**src/hw/rtl/pulse_spo2_window_average_unit_defines.svh**
```systemverilog
// ----------------------------------------------------------------------------
// Assertion macros for the pulse / SpO2 window average unit
// Shared property forms; clocked on clk, disabled while arst_n is low.
// ----------------------------------------------------------------------------
`ifndef PULSE_SPO2_WINDOW_AVERAGE_UNIT_DEFINES_SVH
`define PULSE_SPO2_WINDOW_AVERAGE_UNIT_DEFINES_SVH

// same-cycle implication
`define PSW_ASSERT_IMP(lbl, ante, cons) \
	lbl: assert property (@(posedge clk) disable iff (!arst_n) (ante) |-> (cons)) \
		else $error("same-cycle check failed");

// next-cycle implication
`define PSW_ASSERT_NXT(lbl, ante, cons) \
	lbl: assert property (@(posedge clk) disable iff (!arst_n) (ante) |=> (cons)) \
		else $error("next-cycle check failed");

`endif

```
**src/hw/rtl/psw_pkg.sv**
```systemverilog
// ----------------------------------------------------------------------------
// psw_pkg
// Field widths and controller state codes of the window average unit.
// ----------------------------------------------------------------------------
package psw_pkg;

	localparam int PULSE_W = 8;
	localparam int SPO2_W  = 7;

	typedef enum logic [3:0] {
		S_IDLE = 4'b0001,
		S_UPD  = 4'b0010,
		S_DIV  = 4'b0100,
		S_OUT  = 4'b1000
	} state_t;

endpackage

```
**src/hw/rtl/psw_in_if.sv**
```systemverilog
// ----------------------------------------------------------------------------
// psw_in_if
// Valid/ready channel carrying one pulse and one SpO2 reading per item.
// ----------------------------------------------------------------------------
interface psw_in_if import psw_pkg::*; ();
	logic               valid;
	logic               ready;
	logic [PULSE_W-1:0] pulse_in;
	logic [SPO2_W-1:0]  spo2_in;

	modport source (output valid, output pulse_in, output spo2_in, input ready);
	modport sink   (input valid, input pulse_in, input spo2_in, output ready);
endinterface

```
**src/hw/rtl/psw_out_if.sv**
```systemverilog
// ----------------------------------------------------------------------------
// psw_out_if
// Valid/ready channel carrying one pair of window averages per item.
// ----------------------------------------------------------------------------
interface psw_out_if import psw_pkg::*; ();
	logic               valid;
	logic               ready;
	logic [PULSE_W-1:0] pulse_avg;
	logic [SPO2_W-1:0]  spo2_avg;

	modport source (output valid, output pulse_avg, output spo2_avg, input ready);
	modport sink   (input valid, input pulse_avg, input spo2_avg, output ready);
endinterface

```
**src/hw/rtl/psw_ram.sv**
```systemverilog
// ----------------------------------------------------------------------------
// psw_ram
// Generic single-write, single-read RAM with registered read data.
// ----------------------------------------------------------------------------
module psw_ram #(
	parameter int WIDTH = 8,
	parameter int DEPTH = 16
) (
	input  logic                                    clk,
	input  logic                                    we,
	input  logic [(DEPTH > 1 ? $clog2(DEPTH) : 1)-1:0] waddr,
	input  logic [WIDTH-1:0]                        wdata,
	input  logic                                    re,
	input  logic [(DEPTH > 1 ? $clog2(DEPTH) : 1)-1:0] raddr,
	output logic [WIDTH-1:0]                        rdata
);
	logic [WIDTH-1:0] mem_q [DEPTH];
	logic [WIDTH-1:0] rdata_q;

	always_ff @(posedge clk) begin
		if (we) begin
			mem_q[waddr] <= wdata;
		end
		if (re) begin
			rdata_q <= mem_q[raddr];
		end
	end

	assign rdata = rdata_q;
endmodule

```
**src/hw/rtl/psw_div.sv**
```systemverilog
// ----------------------------------------------------------------------------
// psw_div
// Bit-serial restoring divider: one quotient bit per cycle.
// ----------------------------------------------------------------------------
module psw_div #(
	parameter int DW = 12,
	parameter int VW = 4
) (
	input  logic          clk,
	input  logic          arst_n,
	input  logic          start,
	input  logic [DW-1:0] dividend,
	input  logic [VW-1:0] divisor,
	output logic          done,
	output logic [DW-1:0] quotient
);
	localparam int CW = $clog2(DW + 1);

	logic          busy_q;
	logic          done_q;
	logic [CW-1:0] cnt_q;
	logic [DW-1:0] dvd_q;
	logic [VW-1:0] rem_q;
	logic [VW-1:0] dsr_q;

	logic [VW:0]   trial;
	logic          ge;
	logic [VW:0]   diff;
	logic [VW-1:0] rem_next;

	assign trial    = {rem_q, dvd_q[DW-1]};
	assign ge       = trial >= {1'b0, dsr_q};
	assign diff     = trial - {1'b0, dsr_q};
	assign rem_next = ge ? diff[VW-1:0] : trial[VW-1:0];

	always_ff @(posedge clk or negedge arst_n) begin
		if (!arst_n) begin
			busy_q <= 1'b0;
			done_q <= 1'b0;
			cnt_q  <= '0;
		end else begin
			done_q <= busy_q && !start && (cnt_q == CW'(1));
			if (start) begin
				busy_q <= 1'b1;
				cnt_q  <= CW'(DW);
			end else if (busy_q) begin
				cnt_q <= cnt_q - 1'b1;
				if (cnt_q == CW'(1)) begin
					busy_q <= 1'b0;
				end
			end
		end
	end

	always_ff @(posedge clk) begin
		if (start) begin
			dvd_q <= dividend;
			rem_q <= '0;
			dsr_q <= divisor;
		end else if (busy_q) begin
			dvd_q <= {dvd_q[DW-2:0], ge};
			rem_q <= rem_next;
		end
	end

	assign done     = done_q;
	assign quotient = dvd_q;
endmodule

```
**src/hw/rtl/pulse_spo2_window_average_unit.sv**
```systemverilog
// Items are accepted one at a time; ready returns once the result is in the output
// register, later while an earlier result still waits.
// The averages come from two bit-serial dividers, one quotient bit per cycle.
// Reset: sums, fill count, write slot and handshake state clear; ring contents stay
// undefined but are only used once every slot has been written.
// ----------------------------------------------------------------------------
// pulse_spo2_window_average_unit
// Moving average over the last WINDOW pulse / SpO2 pairs with warm-up divisor.
// ----------------------------------------------------------------------------
`include "pulse_spo2_window_average_unit_defines.svh"

module pulse_spo2_window_average_unit import psw_pkg::*; #(
	parameter int WINDOW = 10
) (
	input  logic       clk,
	input  logic       arst_n,
	psw_in_if.sink     samples,
	psw_out_if.source  averages
);
	localparam int SLOT_W = (WINDOW > 1) ? $clog2(WINDOW) : 1;
	localparam int FC_W   = $clog2(WINDOW + 1);
	localparam int PT_W   = PULSE_W + $clog2(WINDOW);
	localparam int ST_W   = SPO2_W + $clog2(WINDOW);
	localparam int RW     = PULSE_W + SPO2_W;

	state_t             state_q;
	logic [SLOT_W-1:0]  slot_q;
	logic [FC_W-1:0]    fill_q;
	logic [PT_W-1:0]    ptot_q;
	logic [ST_W-1:0]    stot_q;
	logic [PULSE_W-1:0] pin_q;
	logic [SPO2_W-1:0]  sin_q;
	logic               ovalid_q;
	logic [PULSE_W-1:0] pavg_q;
	logic [SPO2_W-1:0]  savg_q;

	logic               accept;
	logic               full;
	logic [RW-1:0]      old_pair;
	logic [PT_W-1:0]    ptot_new;
	logic [ST_W-1:0]    stot_new;
	logic [FC_W-1:0]    fill_new;
	logic [SLOT_W-1:0]  slot_new;
	logic               div_start;
	logic               div_p_done;
	logic               div_s_done;
	logic [PT_W-1:0]    div_p_q;
	logic [PT_W-1:0]    div_s_q;
	logic               load_out;

	assign accept    = samples.valid && samples.ready;
	assign full      = fill_q == FC_W'(WINDOW);
	assign div_start = state_q == S_UPD;
	assign load_out  = (state_q == S_OUT) && (!ovalid_q || averages.ready);

	always_comb begin
		ptot_new = ptot_q + PT_W'(pin_q);
		stot_new = stot_q + ST_W'(sin_q);
		fill_new = fill_q + 1'b1;
		if (full) begin
			ptot_new = ptot_q - PT_W'(old_pair[RW-1:SPO2_W]) + PT_W'(pin_q);
			stot_new = stot_q - ST_W'(old_pair[SPO2_W-1:0]) + ST_W'(sin_q);
			fill_new = fill_q;
		end
		slot_new = (slot_q == SLOT_W'(WINDOW - 1)) ? '0 : slot_q + 1'b1;
	end

	psw_ram #(
		.WIDTH (RW),
		.DEPTH (WINDOW)
	) u_ring (
		.clk   (clk),
		.we    (div_start),
		.waddr (slot_q),
		.wdata ({pin_q, sin_q}),
		.re    (accept),
		.raddr (slot_q),
		.rdata (old_pair)
	);

	psw_div #(
		.DW (PT_W),
		.VW (FC_W)
	) u_div_pulse (
		.clk      (clk),
		.arst_n   (arst_n),
		.start    (div_start),
		.dividend (ptot_new),
		.divisor  (fill_new),
		.done     (div_p_done),
		.quotient (div_p_q)
	);

	psw_div #(
		.DW (PT_W),
		.VW (FC_W)
	) u_div_spo2 (
		.clk      (clk),
		.arst_n   (arst_n),
		.start    (div_start),
		.dividend (PT_W'(stot_new)),
		.divisor  (fill_new),
		.done     (div_s_done),
		.quotient (div_s_q)
	);

	always_ff @(posedge clk or negedge arst_n) begin
		if (!arst_n) begin
			state_q  <= S_IDLE;
			slot_q   <= '0;
			fill_q   <= '0;
			ptot_q   <= '0;
			stot_q   <= '0;
			ovalid_q <= 1'b0;
		end else begin
			if (load_out) begin
				ovalid_q <= 1'b1;
			end else if (averages.valid && averages.ready) begin
				ovalid_q <= 1'b0;
			end
			case (state_q)
				S_IDLE: begin
					if (accept) begin
						state_q <= S_UPD;
					end
				end
				S_UPD: begin
					ptot_q  <= ptot_new;
					stot_q  <= stot_new;
					fill_q  <= fill_new;
					slot_q  <= slot_new;
					state_q <= S_DIV;
				end
				S_DIV: begin
					if (div_p_done) begin
						state_q <= S_OUT;
					end
				end
				S_OUT: begin
					if (load_out) begin
						state_q <= S_IDLE;
					end
				end
				default: begin
					state_q <= S_IDLE;
				end
			endcase
		end
	end

	always_ff @(posedge clk) begin
		if (accept) begin
			pin_q <= samples.pulse_in;
			sin_q <= samples.spo2_in;
		end
		if (load_out) begin
			pavg_q <= div_p_q[PULSE_W-1:0];
			savg_q <= div_s_q[SPO2_W-1:0];
		end
	end

	assign samples.ready     = state_q == S_IDLE;
	assign averages.valid    = ovalid_q;
	assign averages.pulse_avg = pavg_q;
	assign averages.spo2_avg  = savg_q;

	`PSW_ASSERT_IMP(a_div_lockstep, div_p_done || div_s_done, div_p_done && div_s_done)
	`PSW_ASSERT_IMP(a_fill_bound, 1'b1, fill_q <= FC_W'(WINDOW))
	`PSW_ASSERT_IMP(a_slot_bound, 1'b1, slot_q <= SLOT_W'(WINDOW - 1))
	`PSW_ASSERT_NXT(a_accept_update, accept, state_q == S_UPD)
endmodule

```
**src/flat_wrapper.sv**
```systemverilog
// flat-port wrapper written by rule: the top's interface ports become plain ports
module pulse_spo2_window_average_unit_flat import psw_pkg::*;
#(
	parameter int WINDOW = 10
)
  (clk, arst_n, samples_valid, samples_pulse_in, samples_spo2_in, samples_ready, averages_valid, averages_pulse_avg, averages_spo2_avg, averages_ready);
  psw_in_if samples_i ();
  psw_out_if averages_i ();
  input  logic clk;
  input  logic arst_n;
  input wire logic [$bits(samples_i.valid)-1:0] samples_valid;
  input wire logic [$bits(samples_i.pulse_in)-1:0] samples_pulse_in;
  input wire logic [$bits(samples_i.spo2_in)-1:0] samples_spo2_in;
  output wire logic [$bits(samples_i.ready)-1:0] samples_ready;
  output wire logic [$bits(averages_i.valid)-1:0] averages_valid;
  output wire logic [$bits(averages_i.pulse_avg)-1:0] averages_pulse_avg;
  output wire logic [$bits(averages_i.spo2_avg)-1:0] averages_spo2_avg;
  input wire logic [$bits(averages_i.ready)-1:0] averages_ready;
  assign samples_i.valid = samples_valid;
  assign samples_i.pulse_in = samples_pulse_in;
  assign samples_i.spo2_in = samples_spo2_in;
  assign samples_ready = samples_i.ready;
  assign averages_valid = averages_i.valid;
  assign averages_pulse_avg = averages_i.pulse_avg;
  assign averages_spo2_avg = averages_i.spo2_avg;
  assign averages_i.ready = averages_ready;
  pulse_spo2_window_average_unit #(.WINDOW(WINDOW)) u_core (.clk(clk), .arst_n(arst_n), .samples(samples_i), .averages(averages_i));
endmodule
```
**config.mk**
```make
export PLATFORM = sky130hd
export DESIGN_NAME = pulse_spo2_window_average_unit_flat
export DESIGN_NICKNAME = d
export VERILOG_FILES = /design/src/hw/rtl/psw_pkg.sv /design/src/hw/rtl/psw_in_if.sv /design/src/hw/rtl/psw_out_if.sv /design/src/hw/rtl/psw_ram.sv /design/src/hw/rtl/psw_div.sv /design/src/hw/rtl/pulse_spo2_window_average_unit.sv /design/src/flat_wrapper.sv
export VERILOG_INCLUDE_DIRS = /design/src /design/src/hw/rtl
export SDC_FILE = /design/constraint.sdc
export NUM_CORES = 1
export LEC_CHECK = 0
export ABC_AREA = 1
export BUFFER_PORTS_ARGS = -buffer_cell sky130_fd_sc_hd__buf_2
export CORE_UTILIZATION = 55
export DETAILED_ROUTE_END_ITERATION = 8
export PLACE_DENSITY = 0.72
export SETUP_SLACK_MARGIN = 0.4
export SYNTH_ARGS = -nofsm -noshare
export SYNTH_HDL_FRONTEND = slang
export SYNTH_SLANG_ARGS = --single-unit
```
**constraint.sdc**
```tcl
create_clock -name clk -period 6.3 [get_ports clk]
set_input_delay 1.26 -clock clk [delete_from_list [all_inputs] [get_ports clk]]
set_output_delay 1.26 -clock clk [all_outputs]
set_load 0.01 [all_outputs]
```
-- Word-level counts from Yosys, hierarchy flattened
Memories as Yosys holds them, arrays and structs flattened. A register that Yosys moved wholly into a read port is not among the register bits.
Index checks and enable logic that the tools add are counted.
- add/sub/neg operators: 12
- multiply operators: 0
- div/mod/pow operators: 0
- order comparisons: 2
- eq/ne operators: 11
- shifts and indexed selects: 0
- muxes and demuxes: 28
- bitwise operators: 0
- reductions and logical operators: 12
- operator list (cell ; number):
    $mux 4 ; 11
    $mux 12 ; 3
    $mux 11 ; 3
    $add 12x8->12 ; 2
    $add 11x7->11 ; 2
    $pmux 4 s4 ; 1
    $eq 4x1->1 const B ; 3
    $eq 4x4->1 const B ; 3
    $sub 12x8->12 ; 1
    $sub 11x7->11 ; 1
    $ge 5x4->1 ; 2
    $mux 1 ; 10
    $add 4x1->4 const B ; 2
    $sub 4x1->4 const B ; 2
    $sub 4x4->4 ; 2
    $reduce_bool 2->1 ; 3
    $logic_and 1x1->1 ; 5
    $eq 4x2->1 const B ; 1
    $eq 4x3->1 const B ; 1
    $ne 2x2->1 const B ; 2
    $reduce_and 3->1 ; 1
    $logic_not 1->1 ; 2
    $ne 2x1->1 const B ; 1
    $logic_or 1x1->1 ; 1
- register bits: 113
- latch bits: 0
- RAM bits: 150
- bits in read-only memories: 0
- input bits: 19
- output and inout bits: 17
- word-level logic and storage cells: 87
- memories kept: 1
- memory list (name ; words ; bits a word ; rd ports ; clocked after memory_dff ; write ports ; RTL line ; source):
    u_core.u_ring.mem_q ; 10 ; 15 ; 1 ; 1 ; 1 ; psw_ram.sv:17 ; logic [WIDTH-1:0] mem_q [DEPTH];

-- Depth between registers and ports, before layout
- depth in word-level cells: 5
- gate-level depth with buffers: 15
- depth with buffers taken out: 15

-- Cells and area by module
From an unflattened synthesis, not the netlist that was laid out.
- cell total of the unflattened synthesis: 1604
- area total of the unflattened synthesis: 14730.4 sq um
- modules (own cells, without submodules) (module ; times used ; cells each ; area each (sq um) ; sequential area each (sq um)):
    psw_ram ; 1 ; 608 ; 6791.5 ; 4954.8
    pulse_spo2_window_average_unit ; 1 ; 730 ; 5411.4 ; 1803.0
    psw_div ; 2 ; 133 ; 1263.7 ; 710.7

-- Worst setup path after synthesis
No wires, ideal clock.
- kind: input port to flip-flop
- start: in samples_valid
- end: reg u_core.pin_q[0], enable pin
- setup time: 0.417 ns
- arrival: 2.591 ns
- required time: 5.883 ns
- setup slack: 3.292 ns
- cell stages on the path: 2
- buffers on the path: 0
- cell sequence: inv_1 nor2_1
- cells in the longest elaborated chain, start to end: 1
- ends and longest elaborated chain (what ; RTL line ; source):
    from (decl) ; flat_wrapper.sv:11 ; input wire logic [$bits(samples_i.valid)-1:0] samples_valid;
    $logic_and 1x1->1 ; pulse_spo2_window_average_unit.sv:51 ; assign accept = samples.valid && samples.ready;
    named net u_core.accept ; pulse_spo2_window_average_unit.sv:37 ; logic accept;
    to (signal assigned) ; pulse_spo2_window_average_unit.sv:153 ; pin_q <= samples.pulse_in;
    to (decl) ; pulse_spo2_window_average_unit.sv:31 ; logic [PULSE_W-1:0] pin_q;
The timed path passes the listed nets, and every way through them passes these cells.
A chain may end at the register's enable or synchronous reset.

-- Worst setup path in the final report
- start: reg u_core.state_q[2]
- end: mem u_core.u_ring.mem_q[9][8] (netlist name), enable pin
- cells in the longest elaborated chain, start to end: 3
- ends and longest elaborated chain (what ; RTL line ; source):
    from (decl) ; pulse_spo2_window_average_unit.sv:26 ; state_t state_q;
    from (signal assigned) ; pulse_spo2_window_average_unit.sv:109 ; state_q <= S_IDLE;
    from (signal assigned) ; pulse_spo2_window_average_unit.sv:124 ; state_q <= S_UPD;
    from (signal assigned) ; pulse_spo2_window_average_unit.sv:132 ; state_q <= S_DIV;
    $eq 4x2->1 ; pulse_spo2_window_average_unit.sv:53 ; assign div_start = state_q == S_UPD;
    $mux 1 ; psw_ram.sv:21 ; if (we) begin
    $mux 1 (implied by the code) ; psw_ram.sv:22 ; mem_q[waddr] <= wdata;
    to (decl) ; psw_ram.sv:17 ;
No other way between the ends.

==> results.sh <==
export IMPL_grt_first_pass_wirelength_um=46700
export IMPL_worst_slew_pin_slew_ns=1.28
export IMPL_switchingPower_mw=3.36
export IMPL_crit_top_cell="inv_2"
export IMPL_power_share_switching_pct=40.8
export IMPL_yosysTopAreaCell="edfxtp_1"
export IMPL_n_antenna_cell=0
export IMPL_ys_warn_count=0
export IMPL_drt_total_wl_um=28400
export IMPL_clk_insertion_delay_late_ns=0.54
export IMPL_drv_slew=0
export IMPL_cp_top_family="simple AND/OR/NAND/NOR gates"
export IMPL_cts_buffers=28
export IMPL_rr_startpoint="u_core.state_q[2]"
export IMPL_grt_ovfl_total=0
export IMPL_initial_core_util_pct=56.9
export IMPL_finalSetupViolCount=0
export IMPL_max_slew_margin_rel_pct=14.1
export IMPL_grt_max_degree=58
export IMPL_cp_slowest_cell="nor3_2"
export IMPL_fin_skew_ns=0.00782
export IMPL_placement_rows=56
export IMPL_slowest_delay_ns=1.04
export IMPL_arrival_ns=3.32
export IMPL_dr_pass1_iters=5
export IMPL_gp_congestion=0.863
export IMPL_cts_tree="built"
export IMPL_die_w_um=159
export IMPL_status="completed"
export IMPL_clkSinkCount=278
export IMPL_ios=36
export IMPL_die_y_um=159
export IMPL_synth_seq_cells=278
export IMPL_hold_path_class="reg2reg"
export IMPL_fillers=1882
export IMPL_drv_cap=0
export IMPL_cp_cell_sequence="inv_2 > nand2_1 > nor3_4 > buf_4 > inv_2 > nor3_2"
export IMPL_r2r_slack_ns=3.12
export IMPL_clk_pin_slew_worst_paths_ns=0.06
export IMPL_avgRoutedWirePerCell_um=16.7
export IMPL_area_delta_synth_final_pct=11.1
export IMPL_power_density_mw_per_mm2=549
export IMPL_synth_ff_type="edfxtp_1"
export IMPL_antenna_found_initial=0
export IMPL_drtIter0Drc=746
export IMPL_drc_errors=0
export IMPL_portBuffers=35
export IMPL_synth_top_family_by_area="simple AND/OR/NAND/NOR gates"
export IMPL_reg2reg_depth=6
export IMPL_worstSetupEndpointType="flop"
export IMPL_final_hold_viol_count=0
export IMPL_dp_hpwl_um=18900
export IMPL_synth_compound_area_share_pct=7.08
export IMPL_pwr_share_comb_pct=43.8
export IMPL_cp_num_buf_inv=3
export IMPL_power_leakage_nw=6.45
export IMPL_synth_cells=1322
export IMPL_multi_input_area_mm2=0.00468
export IMPL_required_ns=6.45
export IMPL_yosys_area_share_xor_xnor_pct=1.10
export IMPL_ys_types=41
export IMPL_synthTopCellsByCount="nand2_1, edfxtp_1, inv_1"
export IMPL_yosys_area_share_simple_pct=18.3
export IMPL_synth_area_mux_share_pct=0
export IMPL_p_clk_share_pct=21.4
export IMPL_synth_nets=1416
export IMPL_final_nets=1458
export IMPL_dieArea_mm2=0.0252
export IMPL_fmax_ghz=0.315
export IMPL_critical_path_class="reg2reg"
export IMPL_min_to="u_core.averages.spo2_avg[5]"
export IMPL_final_setup_tns_ns=0
export IMPL_cp_start_kind="flop"
export IMPL_regToRegEndpoint="u_core.u_ring.mem_q[9][8]"
export IMPL_seq_area_mm2=0.00802
export IMPL_clockBufferDepth=3
export IMPL_irDropWorstVdd_mv=0.337
export IMPL_p_int_mw=4.87
export IMPL_ys_async_sr_fraction_pct=16.9
export IMPL_synth_fa_ha_area_share_pct=8.00
export IMPL_rsz0062_at_grt="no"
export IMPL_finalPower_mw=8.24
export IMPL_synth_edf_count=222
export IMPL_synthesis_area_mm2=0.0135
export IMPL_path_max_fanout=57
export IMPL_cts_root_buf="clkbuf_16"
export IMPL_post_synth_top_count_cell="nand2_1"
export IMPL_drive_above_1_share_pct=8.37
export IMPL_htree_num_levels=1
export IMPL_post_cts_buffers=0
export IMPL_vias=9445
export IMPL_period_share_pct=50.4
export IMPL_hp_start="u_core.u_div_spo2.quotient[5]"
export IMPL_synthTopCellsByArea="edfxtp_1, nand2_1, dfrtp_1"
export IMPL_cts_hold_buf=0
export IMPL_viasPerCell=5.54
export IMPL_postCtsResizedCells=0
export IMPL_core_area_mm2=0.0238
export IMPL_synth_seq_area_share_pct=59.4
export IMPL_yosysTopAreaCellShare_pct=49.3
export IMPL_syn_avg_cell_area_um2=10.2
export IMPL_antenna_left=0
export IMPL_grtUsageTotal_pct=23.1
export IMPL_min_path_cells=0
export IMPL_min_period_ns=3.18
export IMPL_seqPwrFrac_pct=34.8
export IMPL_grt_pass1_vias=9167
==> cells in the final DEF (no fill, tap or decap), types with 3 or more instances in the layout <==
cell,netlist,layout
a21o_1,5,5
a21oi_1,26,26
a22oi_1,31,31
a31oi_1,3,3
buf_2,18,35
buf_4,4,15
bufinv_16,0,6
clkbuf_1,9,4
clkbuf_16,0,28
clkinv_1,0,4
clkinv_2,0,5
dfrtp_1,46,46
dfxtp_1,9,9
edfxtp_1,222,222
fa_1,19,19
ha_1,56,56
inv_1,160,160
inv_2,6,6
nand2_1,337,337
nand3_1,132,132
nand4_1,12,12
nor2_1,87,84
nor2_2,2,4
nor3_1,7,6
o211ai_1,23,23
o21ai_0,53,53
o21ai_1,11,11
or2_2,5,5
xor2_1,15,15
==> through the flow <==
stage	std cells	cell area (um^2)	hold slack, ns	utilization, %	worst slack (ns)
finish	1705	15000	0.453	63.2	3.12
global route	1705	15000	0.472	63.2	2.91
CTS	1705	15000	0.455	63.2	3.08
detailed placement	1653	14000	0.437	59.0	3.09
global placement	1653	14000	0.439	59.0	3.20
floorplan	1322	13500	0.421	-	3.29
==> cell families (layout without fill, tap and decap cells) <==
family | Yosys count | in the layout
DFF | 278 | 278
adders and majority gates | 75 | 75
buffers and inverters | 204 | 268
and+or+nand+nor | 590 | 590
AOI/OAI and AO/OA | 158 | 158
xor gates and xnor gates | 17 | 17
==> power groups by stage <==
stage	Sequential, mW	Clock (mW)	Combinational [mW]
6_report	2.87	1.76	3.60
5_1_grt	2.92	1.85	4.15
4_1_cts	2.87	1.78	3.58
3_5_place_dp	2.90	0	3.55
3_3_place_gp	2.89	0	3.47
2_1_floorplan	2.77	0	2.81
==> routing by layer <==
| layer | up-vias | track usage, % | share of wire (%) |
|---|---|---|---|
| met4 | 0 | 5.08 | 1.7 |
| met3 | 41 | 3.00 | 7.3 |
| met1 | 4502 | 33.2 | 45 |
| met5 | - | 0 | 0 |
| li1 | 4569 | - | - |
| met2 | 333 | 37.4 | 46 |
==> cell type report <==
type / count / area share (%)
well taps: 319 / 2.66
repair buffers: 50 / 1.92
inverters: 166 / 4.15
flip-flops and latches: 278 / 53.5
clock inverters: 19 / 1.75
clock buffers: 33 / 4.86
multi-input cells: 840 / 31.2
==> worst max-delay path by stage <==
| stage | from | endpoint | slack [ns] | depth (start not counted) |
|---|---|---|---|---|
| global route | u_core.state_q[2] | u_core.u_ring.mem_q[9][10] | 2.91 | 6 |
| global placement | u_core.slot_q[3] | u_core.u_ring.mem_q[1][13] | 3.20 | 3 |
| CTS | u_core.slot_q[3] | u_core.u_ring.mem_q[1][12] | 3.08 | 3 |
| detailed placement | u_core.slot_q[3] | u_core.u_ring.mem_q[1][5] | 3.09 | 3 |
| floorplan | samples_valid | u_core.pin_q[0] | 3.29 | 2 |
| finish | u_core.state_q[2] | u_core.u_ring.mem_q[9][8] | 3.12 | 6 |
==> flip-flops by register name, indices dropped and copies added, names as in the netlist, 4 cells and up <==
register	cells
u_core.u_div_pulse.dsr_q	4
u_core.u_div_spo2.quotient	12
u_core.pin_q	8
u_core.u_ring.mem_q	150
u_core.u_ring.rdata	15
u_core.averages.pulse_avg	8
u_core.u_div_pulse.quotient	12
u_core.fill_q	4
u_core.u_div_spo2.rem_q	4
u_core.u_div_pulse.cnt_q	4
u_core.state_q	4
u_core.averages.spo2_avg	7
u_core.sin_q	7
u_core.stot_q	11
u_core.u_div_pulse.rem_q	4
u_core.ptot_q	12
u_core.slot_q	4
u_core.u_div_spo2.cnt_q	4
No activity file was read; power rests on OpenSTA's default activity.
